$ cat src/hdl/htmp_pkg.sv
// Package for the hex telemetry message parser.
// Holds the prefix codes, character constants, result type and hex digit decode.
`default_nettype none

package htmp_pkg;

    typedef enum logic [1:0] {
        PFX_NONE  = 2'd0,
        PFX_SHOT  = 2'd1,
        PFX_STATE = 2'd2,
        PFX_OPEN  = 2'd3
    } t_prefix;

    localparam logic [7:0] CH_OPEN  = 8'h5B;
    localparam logic [7:0] CH_CLOSE = 8'h5D;
    localparam logic [7:0] CH_SHOT  = 8'h4D;
    localparam logic [7:0] CH_STATE = 8'h4E;

    localparam logic [3:0] POS_MAX        = 4'd15;
    localparam logic [3:0] PREFIX_LEN     = 4'd3;
    localparam logic [3:0] SHOT_MIN_LEN   = 4'd15;
    localparam logic [3:0] STATE_MIN_LEN  = 4'd7;
    localparam logic [3:0] PRESSURE_FIRST = 4'd7;
    localparam logic [3:0] PRESSURE_LAST  = 4'd10;
    localparam logic [3:0] FLOW_FIRST     = 4'd11;
    localparam logic [3:0] STATE_FIRST    = 4'd3;
    localparam logic [3:0] STATE_LAST     = 4'd4;
    localparam logic [3:0] SUB_FIRST      = 4'd5;
    localparam logic [3:0] SUB_LAST       = 4'd6;

    localparam logic [7:0] IDLE_CODE        = 8'd2;
    localparam logic [7:0] NO_SUBSTATE_CODE = 8'd0;

    localparam int unsigned OUT_DATA_W = 72;
    localparam int unsigned OUT_USER_W = 2;

    typedef struct packed {
        t_prefix     kind;
        logic        updated;
        logic [15:0] pressure;
        logic [15:0] flow;
        logic [7:0]  state;
        logic [7:0]  substate;
        logic [7:0]  prev_state;
        logic [7:0]  prev_substate;
    } t_result;

    // bit 4 set: not a hex digit
    function automatic logic [4:0] hex_digit(input logic [7:0] c);
        logic [4:0] d;
        d = 5'h10;
        if (c >= 8'h30 && c <= 8'h39) begin
            d = {1'b0, 4'(c - 8'h30)};
        end else if (c >= 8'h41 && c <= 8'h46) begin
            d = {1'b0, 4'(c - 8'h37)};
        end else if (c >= 8'h61 && c <= 8'h66) begin
            d = {1'b0, 4'(c - 8'h57)};
        end
        return d;
    endfunction

endpackage

`default_nettype wire

$ cat src/hdl/hex_telemetry_message_parser.sv
// Hex telemetry message parser top level: input register, decoder, result register.
// Depends on htmp_pkg and htmp_core.
// The last byte passes the input register and decoder into the result register, which presents the result.
// Throughput: 1 byte per cycle, set by the single decode pass, except a last byte waits on an untaken result.
// Reset: synchronous, active low; clears both stages and restores stored values.
`default_nettype none

module hex_telemetry_message_parser
    import htmp_pkg::*;
(
    input  wire logic                  i_clk,
    input  wire logic                  i_rst_n,
    input  wire logic                  s_axis_tvalid,
    output logic                       s_axis_tready,
    input  wire logic [7:0]            s_axis_tdata,  // msg_byte
    input  wire logic                  s_axis_tlast,  // end_of_message
    output logic                       m_axis_tvalid,
    input  wire logic                  m_axis_tready,
    // any_updated, pressure_value, flow_value, machine_state, machine_substate,
    // previous_state, previous_substate, zero fill
    output logic [OUT_DATA_W-1:0]      m_axis_tdata,
    output logic [OUT_USER_W-1:0]      m_axis_tuser   // message_kind
);

    logic       r_in_valid;
    logic [7:0] r_in_byte;
    logic       r_in_last;
    logic       r_out_valid;
    t_result    r_out;
    t_result    w_result;
    logic       w_advance;
    logic       w_load;

    assign w_advance     = r_in_valid && (!r_in_last || !r_out_valid || m_axis_tready);
    assign w_load        = w_advance && r_in_last;
    assign s_axis_tready = !r_in_valid || w_advance;

    htmp_core u_core (
        .i_clk    (i_clk),
        .i_rst_n  (i_rst_n),
        .i_step   (w_advance),
        .i_byte   (r_in_byte),
        .i_last   (r_in_last),
        .o_result (w_result)
    );

    always_ff @(posedge i_clk) begin
        if (!i_rst_n) begin
            r_in_valid <= 1'b0;
        end else if (s_axis_tready) begin
            r_in_valid <= s_axis_tvalid;
        end
        if (s_axis_tready && s_axis_tvalid) begin
            r_in_byte <= s_axis_tdata;
            r_in_last <= s_axis_tlast;
        end
    end

    always_ff @(posedge i_clk) begin
        if (!i_rst_n) begin
            r_out_valid <= 1'b0;
        end else if (w_load) begin
            r_out_valid <= 1'b1;
        end else if (m_axis_tready) begin
            r_out_valid <= 1'b0;
        end
        if (w_load) begin
            r_out <= w_result;
        end
    end

    assign m_axis_tvalid = r_out_valid;
    assign m_axis_tuser  = r_out.kind;
    assign m_axis_tdata  = {7'd0, r_out.prev_substate, r_out.prev_state, r_out.substate,
                            r_out.state, r_out.flow, r_out.pressure, r_out.updated};

`ifndef SYNTHESIS
    a_kind_never_open: assert property (@(posedge i_clk) disable iff (!i_rst_n)
        m_axis_tvalid |-> r_out.kind != PFX_OPEN)
        else $error("open prefix code reached the output");
    a_update_needs_kind: assert property (@(posedge i_clk) disable iff (!i_rst_n)
        m_axis_tvalid && r_out.updated |-> r_out.kind != PFX_NONE)
        else $error("update reported for unrecognized message");
    a_midbyte_no_result: assert property (@(posedge i_clk) disable iff (!i_rst_n)
        w_advance && !r_in_last && !r_out_valid |=> !r_out_valid)
        else $error("result produced for a byte that is not the last");
    a_input_held_on_stall: assert property (@(posedge i_clk) disable iff (!i_rst_n)
        r_in_valid && !w_advance |=> r_in_valid && $stable(r_in_byte) && $stable(r_in_last))
        else $error("input register lost a stalled byte");
`endif

endmodule

`default_nettype wire

$ cat src/hdl/htmp_core.sv
// Per-byte decoder of the hex telemetry message parser: message tracking and stored values.
// Depends on htmp_pkg.
`default_nettype none

module htmp_core
    import htmp_pkg::*;
(
    input  wire logic       i_clk,
    input  wire logic       i_rst_n,
    input  wire logic       i_step,
    input  wire logic [7:0] i_byte,
    input  wire logic       i_last,
    output t_result         o_result
);

    logic [3:0]  r_pos,        n_pos;
    t_prefix     r_prefix,     n_prefix;
    logic [15:0] r_acc_a,      n_acc_a;
    logic        r_ok_a,       n_ok_a;
    logic [15:0] r_acc_b,      n_acc_b;
    logic        r_ok_b,       n_ok_b;
    logic [15:0] r_pressure,   n_pressure;
    logic [15:0] r_flow,       n_flow;
    logic [7:0]  r_state,      n_state;
    logic [7:0]  r_sub,        n_sub;
    logic [7:0]  r_prev_state, n_prev_state;
    logic [7:0]  r_prev_sub,   n_prev_sub;

    logic [4:0] w_dig;
    logic [3:0] w_val;
    logic       w_feed_a;
    logic       w_feed_b;
    t_prefix    w_kind;
    logic       w_updated;

    assign w_dig = hex_digit(i_byte);
    assign w_val = w_dig[4] ? 4'd0 : w_dig[3:0];

    always_comb begin
        n_prefix  = r_prefix;
        w_feed_a  = 1'b0;
        w_feed_b  = 1'b0;
        if (r_pos == 4'd0) begin
            n_prefix = (i_byte == CH_OPEN) ? PFX_OPEN : PFX_NONE;
        end else if (r_pos == 4'd1) begin
            if (r_prefix == PFX_OPEN && i_byte == CH_SHOT) begin
                n_prefix = PFX_SHOT;
            end else if (r_prefix == PFX_OPEN && i_byte == CH_STATE) begin
                n_prefix = PFX_STATE;
            end else begin
                n_prefix = PFX_NONE;
            end
        end else if (r_pos == 4'd2) begin
            if (i_byte != CH_CLOSE) begin
                n_prefix = PFX_NONE;
            end
        end else if (r_pos != POS_MAX) begin
            if (r_prefix == PFX_SHOT) begin
                w_feed_a = (r_pos >= PRESSURE_FIRST) && (r_pos <= PRESSURE_LAST);
                w_feed_b = (r_pos >= FLOW_FIRST);
            end else if (r_prefix == PFX_STATE) begin
                w_feed_a = (r_pos >= STATE_FIRST) && (r_pos <= STATE_LAST);
                w_feed_b = (r_pos >= SUB_FIRST) && (r_pos <= SUB_LAST);
            end
        end
    end

    always_comb begin
        n_acc_a = w_feed_a ? {r_acc_a[11:0], w_val} : r_acc_a;
        n_ok_a  = r_ok_a & ~(w_feed_a & w_dig[4]);
        n_acc_b = w_feed_b ? {r_acc_b[11:0], w_val} : r_acc_b;
        n_ok_b  = r_ok_b & ~(w_feed_b & w_dig[4]);
        n_pos   = (r_pos == POS_MAX) ? POS_MAX : r_pos + 4'd1;
    end

    always_comb begin
        n_pressure   = r_pressure;
        n_flow       = r_flow;
        n_state      = r_state;
        n_sub        = r_sub;
        n_prev_state = r_prev_state;
        n_prev_sub   = r_prev_sub;
        w_updated    = 1'b0;
        w_kind       = PFX_NONE;
        if (n_pos >= PREFIX_LEN && (n_prefix == PFX_SHOT || n_prefix == PFX_STATE)) begin
            w_kind = n_prefix;
        end
        if (w_kind == PFX_SHOT && n_pos >= SHOT_MIN_LEN) begin
            if (n_ok_a) begin
                n_pressure = n_acc_a;
                w_updated  = 1'b1;
            end
            if (n_ok_b) begin
                n_flow    = n_acc_b;
                w_updated = 1'b1;
            end
        end else if (w_kind == PFX_STATE && n_pos >= STATE_MIN_LEN) begin
            if (n_ok_a && n_acc_a[7:0] != r_state) begin
                n_prev_state = r_state;
                n_state      = n_acc_a[7:0];
                w_updated    = 1'b1;
            end
            if (n_ok_b && n_acc_b[7:0] != r_sub) begin
                n_prev_sub = r_sub;
                n_sub      = n_acc_b[7:0];
                w_updated  = 1'b1;
            end
        end
    end

    always_comb begin
        o_result.kind          = w_kind;
        o_result.updated       = w_updated;
        o_result.pressure      = n_pressure;
        o_result.flow          = n_flow;
        o_result.state         = n_state;
        o_result.substate      = n_sub;
        o_result.prev_state    = n_prev_state;
        o_result.prev_substate = n_prev_sub;
    end

    always_ff @(posedge i_clk) begin
        if (!i_rst_n) begin
            r_pos        <= 4'd0;
            r_prefix     <= PFX_NONE;
            r_acc_a      <= 16'd0;
            r_ok_a       <= 1'b1;
            r_acc_b      <= 16'd0;
            r_ok_b       <= 1'b1;
            r_pressure   <= 16'd0;
            r_flow       <= 16'd0;
            r_state      <= IDLE_CODE;
            r_sub        <= NO_SUBSTATE_CODE;
            r_prev_state <= 8'd0;
            r_prev_sub   <= 8'd0;
        end else if (i_step) begin
            if (i_last) begin
                r_pos        <= 4'd0;
                r_prefix     <= PFX_NONE;
                r_acc_a      <= 16'd0;
                r_ok_a       <= 1'b1;
                r_acc_b      <= 16'd0;
                r_ok_b       <= 1'b1;
                r_pressure   <= n_pressure;
                r_flow       <= n_flow;
                r_state      <= n_state;
                r_sub        <= n_sub;
                r_prev_state <= n_prev_state;
                r_prev_sub   <= n_prev_sub;
            end else begin
                r_pos    <= n_pos;
                r_prefix <= n_prefix;
                r_acc_a  <= n_acc_a;
                r_ok_a   <= n_ok_a;
                r_acc_b  <= n_acc_b;
                r_ok_b   <= n_ok_b;
            end
        end
    end

`ifndef SYNTHESIS
    a_pos_cleared_after_last: assert property (@(posedge i_clk) disable iff (!i_rst_n)
        i_step && i_last |=> r_pos == 4'd0 && r_ok_a && r_ok_b)
        else $error("message state not cleared after last byte");
    a_state_change_moves_prev: assert property (@(posedge i_clk) disable iff (!i_rst_n)
        i_step && i_last && n_state != r_state |=> r_prev_state == $past(r_state))
        else $error("previous state not captured on state change");
    a_no_store_midmessage: assert property (@(posedge i_clk) disable iff (!i_rst_n)
        i_step && !i_last |=> $stable(r_pressure) && $stable(r_flow) && $stable(r_state))
        else $error("stored value changed before message end");
`endif

endmodule

`default_nettype wire
$ cat config.mk
export PLATFORM = sky130hd
export DESIGN_NAME = hex_telemetry_message_parser
export DESIGN_NICKNAME = d
export VERILOG_FILES = /design/src/hdl/htmp_pkg.sv /design/src/hdl/hex_telemetry_message_parser.sv /design/src/hdl/htmp_core.sv
export SDC_FILE = /design/constraint.sdc
export NUM_CORES = 1
export LEC_CHECK = 0
export BUFFER_PORTS_ARGS = -buffer_cell sky130_fd_sc_hd__buf_2
export CORE_MARGIN = 4
export CORE_UTILIZATION = 59
export DETAILED_ROUTE_END_ITERATION = 10
export PLACE_DENSITY = 0.88
export SLEW_MARGIN = 20
export SYNTH_ARGS = -nofsm -noshare
export SYNTH_HDL_FRONTEND = slang
export SYNTH_SLANG_ARGS = --single-unit
$ cat constraint.sdc
create_clock -name i_clk -period 4.75 [get_ports i_clk]
set_input_delay 0.7125 -clock i_clk [delete_from_list [all_inputs] [get_ports i_clk]]
set_output_delay 0.7125 -clock i_clk [all_outputs]
set_load 0.1 [all_outputs]
==> After elaboration in Yosys (flattened, before gate mapping) <==
Index checks and enable logic that the tools add are counted.
{ "word_totals": {"ff_bits": 182, "inputBits": 13, "output_inout_bits": 76, "word_cells": 150} }
{ "op_classes": {"addsub": 4, "magnitude_cmp": 16, "eq_ne": 17, "mux": 57, "bitwise_logic": 6, "n_reduce_logical": 26} }
{ "ops": {"columns": ["op", "count"], "rows": [
  ["$mux W16", 8],
  ["$mux W8", 12],
  ["$eq A8 B7 Y1 const B", 3],
  ["$mux W1", 22],
  ["$mux W2", 9],
  ["$ge A8 B7 Y1 const B", 2],
  ["$le A8 B7 Y1 const B", 2],
  ["$logic_and A1 B1 Y1", 16],
  ["$ne A8 B8 Y1", 2],
  ["$mux W5", 3],
  ["$ge A4 B3 Y1 const B", 3],
  ["$mux W4", 3],
  ["$eq A2 B2 Y1 const B", 4],
  ["$ge A4 B2 Y1 const B", 2],
  ["$ge A4 B4 Y1 const B", 2],
  ["$ge A8 B6 Y1 const B", 1],
  ["$le A4 B3 Y1 const B", 2],
  ["$le A8 B6 Y1 const B", 1],
  ["$ne A8 B7 Y1 const B", 1],
  ["$sub A4 B3 Y4 const B", 2],
  ["$eq A2 B1 Y1 const B", 3],
  ["$add A4 B1 Y4 const B", 1],
  ["$and A1 B1 Y1", 4],
  ["$eq A4 B1 Y1 const B", 1],
  ["11 further kinds", 17]
]} }

==> Logic depth before layout (Yosys ltp) <==
Gate-level depths: netlist of the first run.
{ "logic_depth": {"word_depth": 16, "mapped_depth": 13, "depth_no_buf": 10} }

==> By module <==
Synthesis of the first run repeated with hierarchy kept, for this count alone.
{ "unflattened": {"cells_unflattened": 805, "hier_area_um2": 8479.4} }
{ "by_module_without_submodules": {"columns": ["module", "instances", "cells_per_inst", "area_each_um2", "seq_area_each_um2"], "rows": [
  ["htmp_core", 1, 709, 6023.3, 2082.0],
  ["hex_telemetry_message_parser", 1, 96, 2456.1, 2322.2]
]} }

==> Worst setup path after synthesis of the first run <==
OpenSTA, ideal clock, no wires.
{ "synth_timing": {"path_kind": "register -> register", "startpoint": "register r_out_valid, in the netlist m_axis_tvalid", "endpoint": "register u_core.r_prev_state[0]", "setup_ns": 0.072, "arrival_ns": 3.859, "t_required_ns": 4.678, "setup_slack_ns": 0.819, "stages_incl_launch_ff": 11, "n_path_buf": 2, "period_less_slack_ns": 3.931, "cell_sequence": "dfxtp_1 -> nor2b_1 -> nand2_1 -> and2_1 -> clkbuf_1 -> nand2_1 -> inv_1 -> nand2_1 -> a21oi_4 -> buf_6 -> mux2i_1"} }
{ "synth_between": {"elab_chain_cells": 5} }
{ "synth_rtl": {"columns": ["element", "line_no", "text"], "rows": [
  ["from (decl)", "hex_telemetry_message_parser.sv:28", "logic r_out_valid;"],
  ["from (signal assigned)", "hex_telemetry_message_parser.sv:61", "r_out_valid <= 1'b0;"],
  ["from (signal assigned)", "hex_telemetry_message_parser.sv:63", "r_out_valid <= 1'b1;"],
  ["from (signal assigned)", "hex_telemetry_message_parser.sv:65", "r_out_valid <= 1'b0;"],
  ["$logic_not A1 Y1", "hex_telemetry_message_parser.sv:34", "assign w_advance = r_in_valid && (!r_in_last || !r_out_valid || m_axis_tready);"],
  ["$logic_or A1 B1 Y1 (2 in a row)", "hex_telemetry_message_parser.sv:34", null],
  ["$logic_and A1 B1 Y1", "hex_telemetry_message_parser.sv:34", null],
  ["$reduce_and A2 Y1 (no line)", null, null],
  ["to (signal assigned)", "htmp_core.sv:148", "r_prev_state <= n_prev_state;"],
  ["to (decl)", "htmp_core.sv:26", "logic [7:0] r_prev_state, n_prev_state;"]
]} }
Every way passes these cells.
A chain may end at the register's enable or synchronous reset.

==> Final worst setup path of the first run <==
{ "layout_timing": {"startpoint": "register u_core.r_pos[0]", "endpoint": "register r_out (netlist bit m_axis_tdata[63]) (data pin)"} }
{ "layout_between": {"elab_chain_cells": 15, "elab_cells_between_ends": 41, "cone_classes": "add/sub (1); order compare (6); eq/ne (9); mux (15); bitwise (3); reduce/logical (7)"} }
{ "layout_rtl": {"columns": ["element", "line_no", "text"], "rows": [
  ["from (decl)", "htmp_core.sv:16", "logic [3:0] r_pos, n_pos;"],
  ["from (signal assigned)", "htmp_core.sv:151", "r_pos <= n_pos;"],
  ["branches (longest 14 deep; another with $ge A4 B3 Y1)", null, null],
  ["$mux W8 (*)", "htmp_core.sv:88", "if (w_kind == PFX_SHOT && n_pos >= SHOT_MIN_LEN) begin"],
  ["net u_core.n_prev_sub[6]", "htmp_core.sv:27", "logic [7:0] r_prev_sub, n_prev_sub;"],
  ["to (signal assigned)", "hex_telemetry_message_parser.sv:68", "r_out <= w_result;"],
  ["to (decl)", "hex_telemetry_message_parser.sv:29", "t_result r_out;"]
]} }
Mark *: on every way through the listed nets, which the timed path passes.

==> impl_results.md, run 1 <==
* TritonCTS clock tree: done
* Slew headroom at 27.25%
* Drt pass-1 iters at 5
* Setup violators final at 0
* Final core utilization at 68.08%
* FILL cells at 1003
* Wire length per cell at 18.17 um
* Residual DRC at 0
* Initial antenna violation count at 0
* Leak pwr at 3.668 nW
* Status: complete, no violations
* Clock Latency Late Sink at between 0.4 and 0.5 ns
* Worst-path clk slew at 0.07 ns
* Max-cap viol count at 0
* Vias per cell at 6.024
* Setup TNS at 0 ns
* CTS resizes at 0
* Layout cells sized above 1 at between 20 and 25%
* # H-tree levels at 4
* Synth cell types at 71
* Min Hold Slack at 0.4513 ns
* CTS Root Cell: clkbuf_16
* Fin. Hold Viols at 0
* Post-Synthesis Cells at 742
* Dpl hpwl at around 12000 um
* Setup bufs post-CTS at 0
* Seq cells post-synth at 182
* First-pass GRT wire length at ~30000 um
* Register area share after synthesis at around 53%
* PnR worst setup slack at 0.4736 ns
* Die Y at ~130 um
* Iteration-0 DRC count of the detailed router at 552
* Die width at ~130 um
* Setup crit start kind: register
* Critical path, cell by cell: inv_1 > ha_1 > or3_4 > a21boi_4 > o21a_1 > mux2i_1 > xor2_1 > nor4_4 > a21boi_2 > mux2_2
* Num CTS Buffers at 17
* Syn. warnings at 0
* Via Count at 6072
* Post-Place Worst Slack at around 0.58 ns
* Crit-path max cell delay at 0.74 ns
* CTS Sinks at ~180
* Crit path kind: reg -> reg
* Area of the multi-input gates at roughly 0.0037 mm2
* Drt total wl at 18320 um
* ANT nets after route at 0
* Max Clock Skew at ~0.0069 ns
* Crit path time final at 4.276 ns
* Core area at between 0.01 and 0.015 mm2
* Cell area after synthesis at 0.008330 mm2
* Vias in the first global route at just under 6000
* Die area at about 0.016 mm2
* Worst Tran Pin Value at 1.082 ns
* Cts hold-fix bufs at 0
* VDD IR-drop max at 0.2515 mV
* Setup repair after global routing missed its margin: no
* Final #Nets at 837
* FMAX at 0.2338 GHz
* FF/Latch Area at approximately 0.0044 mm2
* Layout area overhead at 13.44%
* Port bufs at 81
* CP Data Required Time at 4.93 ns
* Synth async-reset ratio at 0%
* Pwr Density at 344.3 mW/mm2
* Max-slew violations at 0
* CP max FO at 13
* Largest net degree at the start of global routing at 58
* Hold crit path type: in -> reg
* RePlAce Congestion at 0.9154
* Syn Area/Cell at approximately 11 um2
* Starting Density at 60.01%
* Crit share post-route at 90.03%
* Ant. Diodes at 0
* CP max-delay cell: a21boi_2
* Critical path endpoint category: register
* Num rows at 43
* GRT Total Usage at a little under a quarter
* Max Root-Sink Buffers at 2
* Io pins at 89
* GRT overflow at 0
* Synth Flop Type: dfxtp_1
* Post-synth EDFFs at 76
* Critical path data arrival time at 4.46 ns
-- critical path: cells and delay by family (launching register included) --
family / cells / cell delay, ns
AND/OR/NAND/NOR: 2 / 0.53
flip-flops: 1 / 0.44
AO/OA/AOI/OAI: 3 / 1.39
buffers and inverters: 1 / 0.11
adder cells (fa/ha/maj): 1 / 0.29
multiplexers: 2 / 0.96
XOR/XNOR: 1 / 0.28
-- worst paths after layout --
check	from	endpoint	slack, ns	cells past startpoint
setup / recovery	u_core.r_pos[0]	m_axis_tdata[63]	0.47	10
hold reg to reg	u_core.r_prev_sub[5]	u_core.r_prev_sub[5]	0.46	2
hold / removal	s_axis_tlast	r_in_last	0.45	1
setup reg to reg	u_core.r_pos[0]	m_axis_tdata[63]	0.47	10
-- where the power goes --
group / internal, W / switching (W)
registers: 0.00163 / 0.00000707
clock network: 0.000844 / 0.000619
logic: 0.0000235 / 0.000127
total: 0.00250 / 0.000753
-- metal layers --
layer / global-route usage [%] / share of wire (%)
met1: 30.01 / 42
met2: 36.18 / 48
met3: 5.011 / 7.3
met4: 11.10 / 3.2
met5: 0 / 0
-- stage by stage --
stage / cells / instance area [um2] / power [W]
2_1_floorplan: 748 / 8353 / 0.001802
5_1_grt: 1008 / 9450 / 0.003339
6_report: 1008 / 9450 / 0.003254
4_1_cts: 1008 / 9437 / 0.003264
3_3_place_gp: 976 / 8818 / 0.001823
3_5_place_dp: 976 / 8818 / 0.001825
-- layout make-up --
type	instances	share of cell area, %
Inverter	17	0.6752
Tap cell	180	2.383
Clock buffer	18	4.541
Clock inverter	14	1.999
Multi-Input combinational cell	505	38.63
Timing Repair Buffer	92	5.164
Sequential cell	182	46.60
-- synth_stat cells, types with 11 or more instances --
master	n	area [um2]
a211oi_1	13	97.59
a21oi_1	33	165.2
a22oi_1	35	262.8
clkbuf_1	23	86.33
dfxtp_1	106	2122
edfxtp_1	76	2282
inv_1	17	63.81
mux2_2	25	281.5
mux2_4	18	270.3
mux2i_1	58	580.6
nand2_1	71	266.5
nor2_1	88	330.3
o21ai_0	11	55.05
-- cells by family after synthesis --
logic type	after synthesis	share of synthesized area, %
muxes	104	14.06
and+or+nand+nor	216	12.63
buffers and inverters	61	3.770
AOI/OAI and AO/OA	154	13.70
other	1	0.04502
xor gates and xnor gates	15	1.577
DFF	182	52.87
adders and majority gates	9	1.352
-- sequential cells by signal (all words and copies together), names as in the netlist, 2 cells and up --
register             flops
m_axis_tdata            65
m_axis_tuser             2
r_in_byte                8
u_core.r_acc_a          16
u_core.r_acc_b          16
u_core.r_flow           16
u_core.r_pos             4
u_core.r_prefix          2
u_core.r_pressure       16
u_core.r_prev_state      8
u_core.r_prev_sub        8
u_core.r_state           8
u_core.r_sub             8
-- placed cells by master, fill, tap and decap left out, types with 3 or more instances in the layout --
master / netlist / layout
nand2_1: 71 / 71
nor2_1: 88 / 86
nand3_1: 8 / 8
a22oi_1: 35 / 35
bufinv_16: 0 / 3
buf_4: 9 / 11
o2bb2ai_1: 9 / 9
nor4_4: 3 / 3
a21oi_1: 33 / 33
clkinv_4: 0 / 3
a31oi_1: 6 / 6
nor2_2: 1 / 3
inv_1: 17 / 16
o221ai_1: 3 / 3
nor3_1: 4 / 3
nand4_1: 4 / 4
mux2_4: 18 / 18
mux2i_1: 58 / 58
o21ai_0: 11 / 11
or2_2: 5 / 5
a22o_1: 9 / 9
and3_1: 4 / 4
ha_1: 9 / 9
xnor2_1: 8 / 8
mux2_2: 25 / 25
inv_6: 0 / 4
conb_1: 1 / 7
nor2b_1: 6 / 6
o21ai_1: 3 / 3
buf_2: 5 / 81
or4_1: 3 / 3
xor2_1: 7 / 7
a211oi_1: 13 / 13
edfxtp_1: 76 / 76
dfxtp_1: 106 / 106
nor3b_1: 3 / 3
a21boi_0: 4 / 4
clkbuf_16: 0 / 17
Note: power is estimated with default switching activity, not from simulation.
==> inputs of run 2 (changes only) <==
--- a/config.mk
+++ b/config.mk
@@ -7,9 +7,9 @@
 export LEC_CHECK = 0
 export BUFFER_PORTS_ARGS = -buffer_cell sky130_fd_sc_hd__buf_2
 export CORE_MARGIN = 4
-export CORE_UTILIZATION = 59
+export CORE_UTILIZATION = 53
 export DETAILED_ROUTE_END_ITERATION = 10
-export PLACE_DENSITY = 0.88
+export PLACE_DENSITY = 0.84
 export SLEW_MARGIN = 20
 export SYNTH_ARGS = -nofsm -noshare
 export SYNTH_HDL_FRONTEND = slang
==> constraint.sdc (replaced) <==
create_clock -name i_clk -period 3.8 [get_ports i_clk]
set_input_delay 0.57 -clock i_clk [delete_from_list [all_inputs] [get_ports i_clk]]
set_output_delay 0.57 -clock i_clk [all_outputs]
set_load 0.1 [all_outputs]
==> impl_results.md, run 2 (same netlist as run 1, synthesis figures left out) <==
* TritonCTS clock tree: done
* Io pins at 89 (unchanged)
* Setup violators final at 0 (unchanged)
* Iteration-0 DRC count of the detailed router at 552 (unchanged)
* Crit path kind: reg -> reg
* Reg2Reg Depth at 12 (+2)
* Setup crit start kind: register
* Worst R2R End: m_axis_tdata[63]
* Wire length per cell at 18.28 um (+0.58%)
* Core area at 0.01531 mm2 (+10%)
* # H-tree levels at 4 (unchanged)
* Drt total wl at 19320 um (+5.5%)
* Hold crit path type: in -> reg
* Crit share post-route at 94.57% (+4.5 points)
* Starting Density at 54.40% (-5.6 points)
* Setup TNS at 0 ns (unchanged)
* Critical path, cell by cell: inv_1 > ha_1 > or3_4 > a21boi_4 > o21a_1 > buf_4 > mux2i_2 > xor2_1 > nor4_4 > a21boi_2 > buf_4 > mux2_2
* CP max FO at 9 (-4)
* Max-cap viol count at 0 (unchanged)
* Die Y at 133.4 um (+5.2%)
* First-pass GRT wire length at 30750 um (+3.7%)
* Worst Tran Pin Value at 0.8389 ns (-0.2434 ns)
* CTS Root Cell: clkbuf_16
* GRT Total Usage at 21.85% (-1.0 points)
* Vias per cell at 5.797 (-3.8%)
* VDD IR-drop max at 0.3526 mV (+40%)
* Setup repair after global routing missed its margin: no
* FMAX at 0.2783 GHz (+19%)
* Critical path data arrival time at 3.77 ns (-0.69 ns)
* Max-slew violations at 0 (unchanged)
* Layout cells sized above 1 at 26.24% (+1.8 points)
* RePlAce Congestion at 0.9182 (+0.31%)
* Initial antenna violation count at 0 (unchanged)
* Port bufs at 81 (unchanged)
* Pwr Density at 421.8 mW/mm2 (+23%)
* Via Count at 6127 (+0.91%)
* Final Cell Area at 0.009653 mm2 (+2.1%)
* Worst-path clk slew at 0.06 ns (about the same)
* Crit-path max cell delay at 0.45 ns (-0.29 ns)
* Critical hold path startpoint: s_axis_tdata[2]
* Largest net degree at the start of global routing at 53 (-8.6%)
* Layout area overhead at 15.88%
* Ant. Diodes at 0 (unchanged)
* Vias in the first global route at 5908 (+1.5%)
* Clock Latency Late Sink at 0.43 ns (about the same)
* CP max-delay cell: or3_4
* Die width at 133.4 um (+5.2%)
* ANT nets after route at 0 (unchanged)
* R2R setup slack at 0.21 ns (-0.27 ns)
* RR Startpoint: u_core.r_pos[0]
* Num CTS Buffers at 17 (unchanged)
* Post-DP Area at 0.008990 mm2 (+1.9%)
* Hold Crit Depth at 1 (unchanged)
* Max Root-Sink Buffers at 2 (unchanged)
* Max FFs per register at 65 (unchanged)
* Cts hold-fix bufs at 0 (unchanged)
* CP dominant cell by count: buf_4
* CP Data Required Time at 3.98 ns (-0.95 ns)
* Dpl hpwl at 12650 um (+7.0%)
* Status: complete, no violations
* Commonest non-fill, non-tap cell in the layout: dfxtp_1
* GRT overflow at 0 (unchanged)
* Critical path endpoint category: register
* Slew headroom at 44.01% (+17 points)
* Residual DRC at 0 (unchanged)
* Max Clock Skew at 0.008507 ns (+0.001596 ns)
* Crit path time final at 3.594 ns (-0.6829 ns)
* CTS Sinks at 182 (unchanged)
* Fin. Hold Viols at 0 (unchanged)
* Die area at 0.01779 mm2 (+11%)
* Most frequent cells in the layout: 104 x dfxtp_1, 87 x nor2_1, 81 x buf_2, 76 x edfxtp_1, 71 x nand2_1
* Worst Hold End: r_in_byte[2]
* Num rows at 45 (+4.7%)
* Drt pass-1 iters at 5 (unchanged)
* Final #Nets at 855 (+2.2%)
* Leak pwr at 3.776 nW (+3.0%)
==> run 2: changes by cell type in the layout (fill, tap and decap cells not counted), moves of 2 or more <==
cell and delta:
buf_4 +17, bufinv_16 -2, clkbuf_16 +2, clkbuf_8 +5, clkinv_2 +3, clkinv_4 -2, dfxtp_1 -2, dfxtp_2 +2
inv_6 -3, nor2_2 -2
==> run 2: metal layers <==
layer / track usage, % / wire [um] / up-vias
met5: 0 / 0 / -
met4: 8.800 / 495 / 0
met3: 4.683 / 1173 / 42
met2: 34.93 / 9065 / 249
met1: 29.11 / 8582 / 2949
li1: - / - / 2887
==> run 2: worst max-delay path, delay by kind of cell, from the launching register on <==
kind	cells	cell delay [ns]
compound gates	3	0.68
xor+xnor	1	0.26
fa+ha+maj	1	0.30
buf+inv	3	0.50
flops	1	0.39
mux	2	0.63
simple gates	2	0.55
==> run 2: how the worst max path moves through the flow <==
stage	from	slack (ns)	end	depth (start not counted)
after global routing	u_core.r_pos[0]	0.08	m_axis_tdata[63]	12
after CTS	u_core.r_pos[0]	0.14	m_axis_tdata[63]	11
after floorplan	m_axis_tvalid	0.16	u_core.r_pressure[6]	9
after detailed placement	u_core.r_pos[0]	0.18	m_axis_tdata[60]	11
final	u_core.r_pos[0]	0.21	m_axis_tdata[63]	12
after global placement	u_core.r_pos[0]	0.31	m_axis_tdata[47]	12
==> run 2: layout make-up <==
cell class	instances	area [um2]
Tap cell	211	264.0
Multi-Input combinational cell	505	3654
Clock buffer	24	544.3
Clock inverter	8	81.33
Sequential cell	182	4407
Timing Repair Buffer	110	635.6
Inverter	17	67.56
Fill cell	1187	5662
==> run 2: what timing repair did <==
action / 4_1_cts / 5_1_grt
gates resized for setup: 0 / 2
buffers inserted: 0 / 1
setup endpoints to repair: 0 / 16
==> run 2: power by group <==
| part | leakage [nW] | internal [W] | switching [W] |
|---|---|---|---|
| Combinational | 1.81 | 0.0000320 | 0.000164 |
| Sequential | 1.65 | 0.00204 | 0.00000979 |
| Clock | 0.311 | 0.00107 | 0.000749 |
| Total | 3.78 | 0.00315 | 0.000923 |
==> run 2: through the flow <==
step	setup WS, ns	instances	hold slack [ns]	util (%)	total power, W
6_report	0.2065	1057	0.3143	63.03	0.004072
5_1_grt	0.08029	1057	0.3035	63.03	0.004178
4_1_cts	0.1435	1056	0.2930	62.79	0.004092
3_5_place_dp	0.1835	1024	0.4471	58.70	0.002289
3_3_place_gp	0.3125	1024	0.4405	58.70	0.002286
2_1_floorplan	0.1627	748	0.4306	-	0.002252
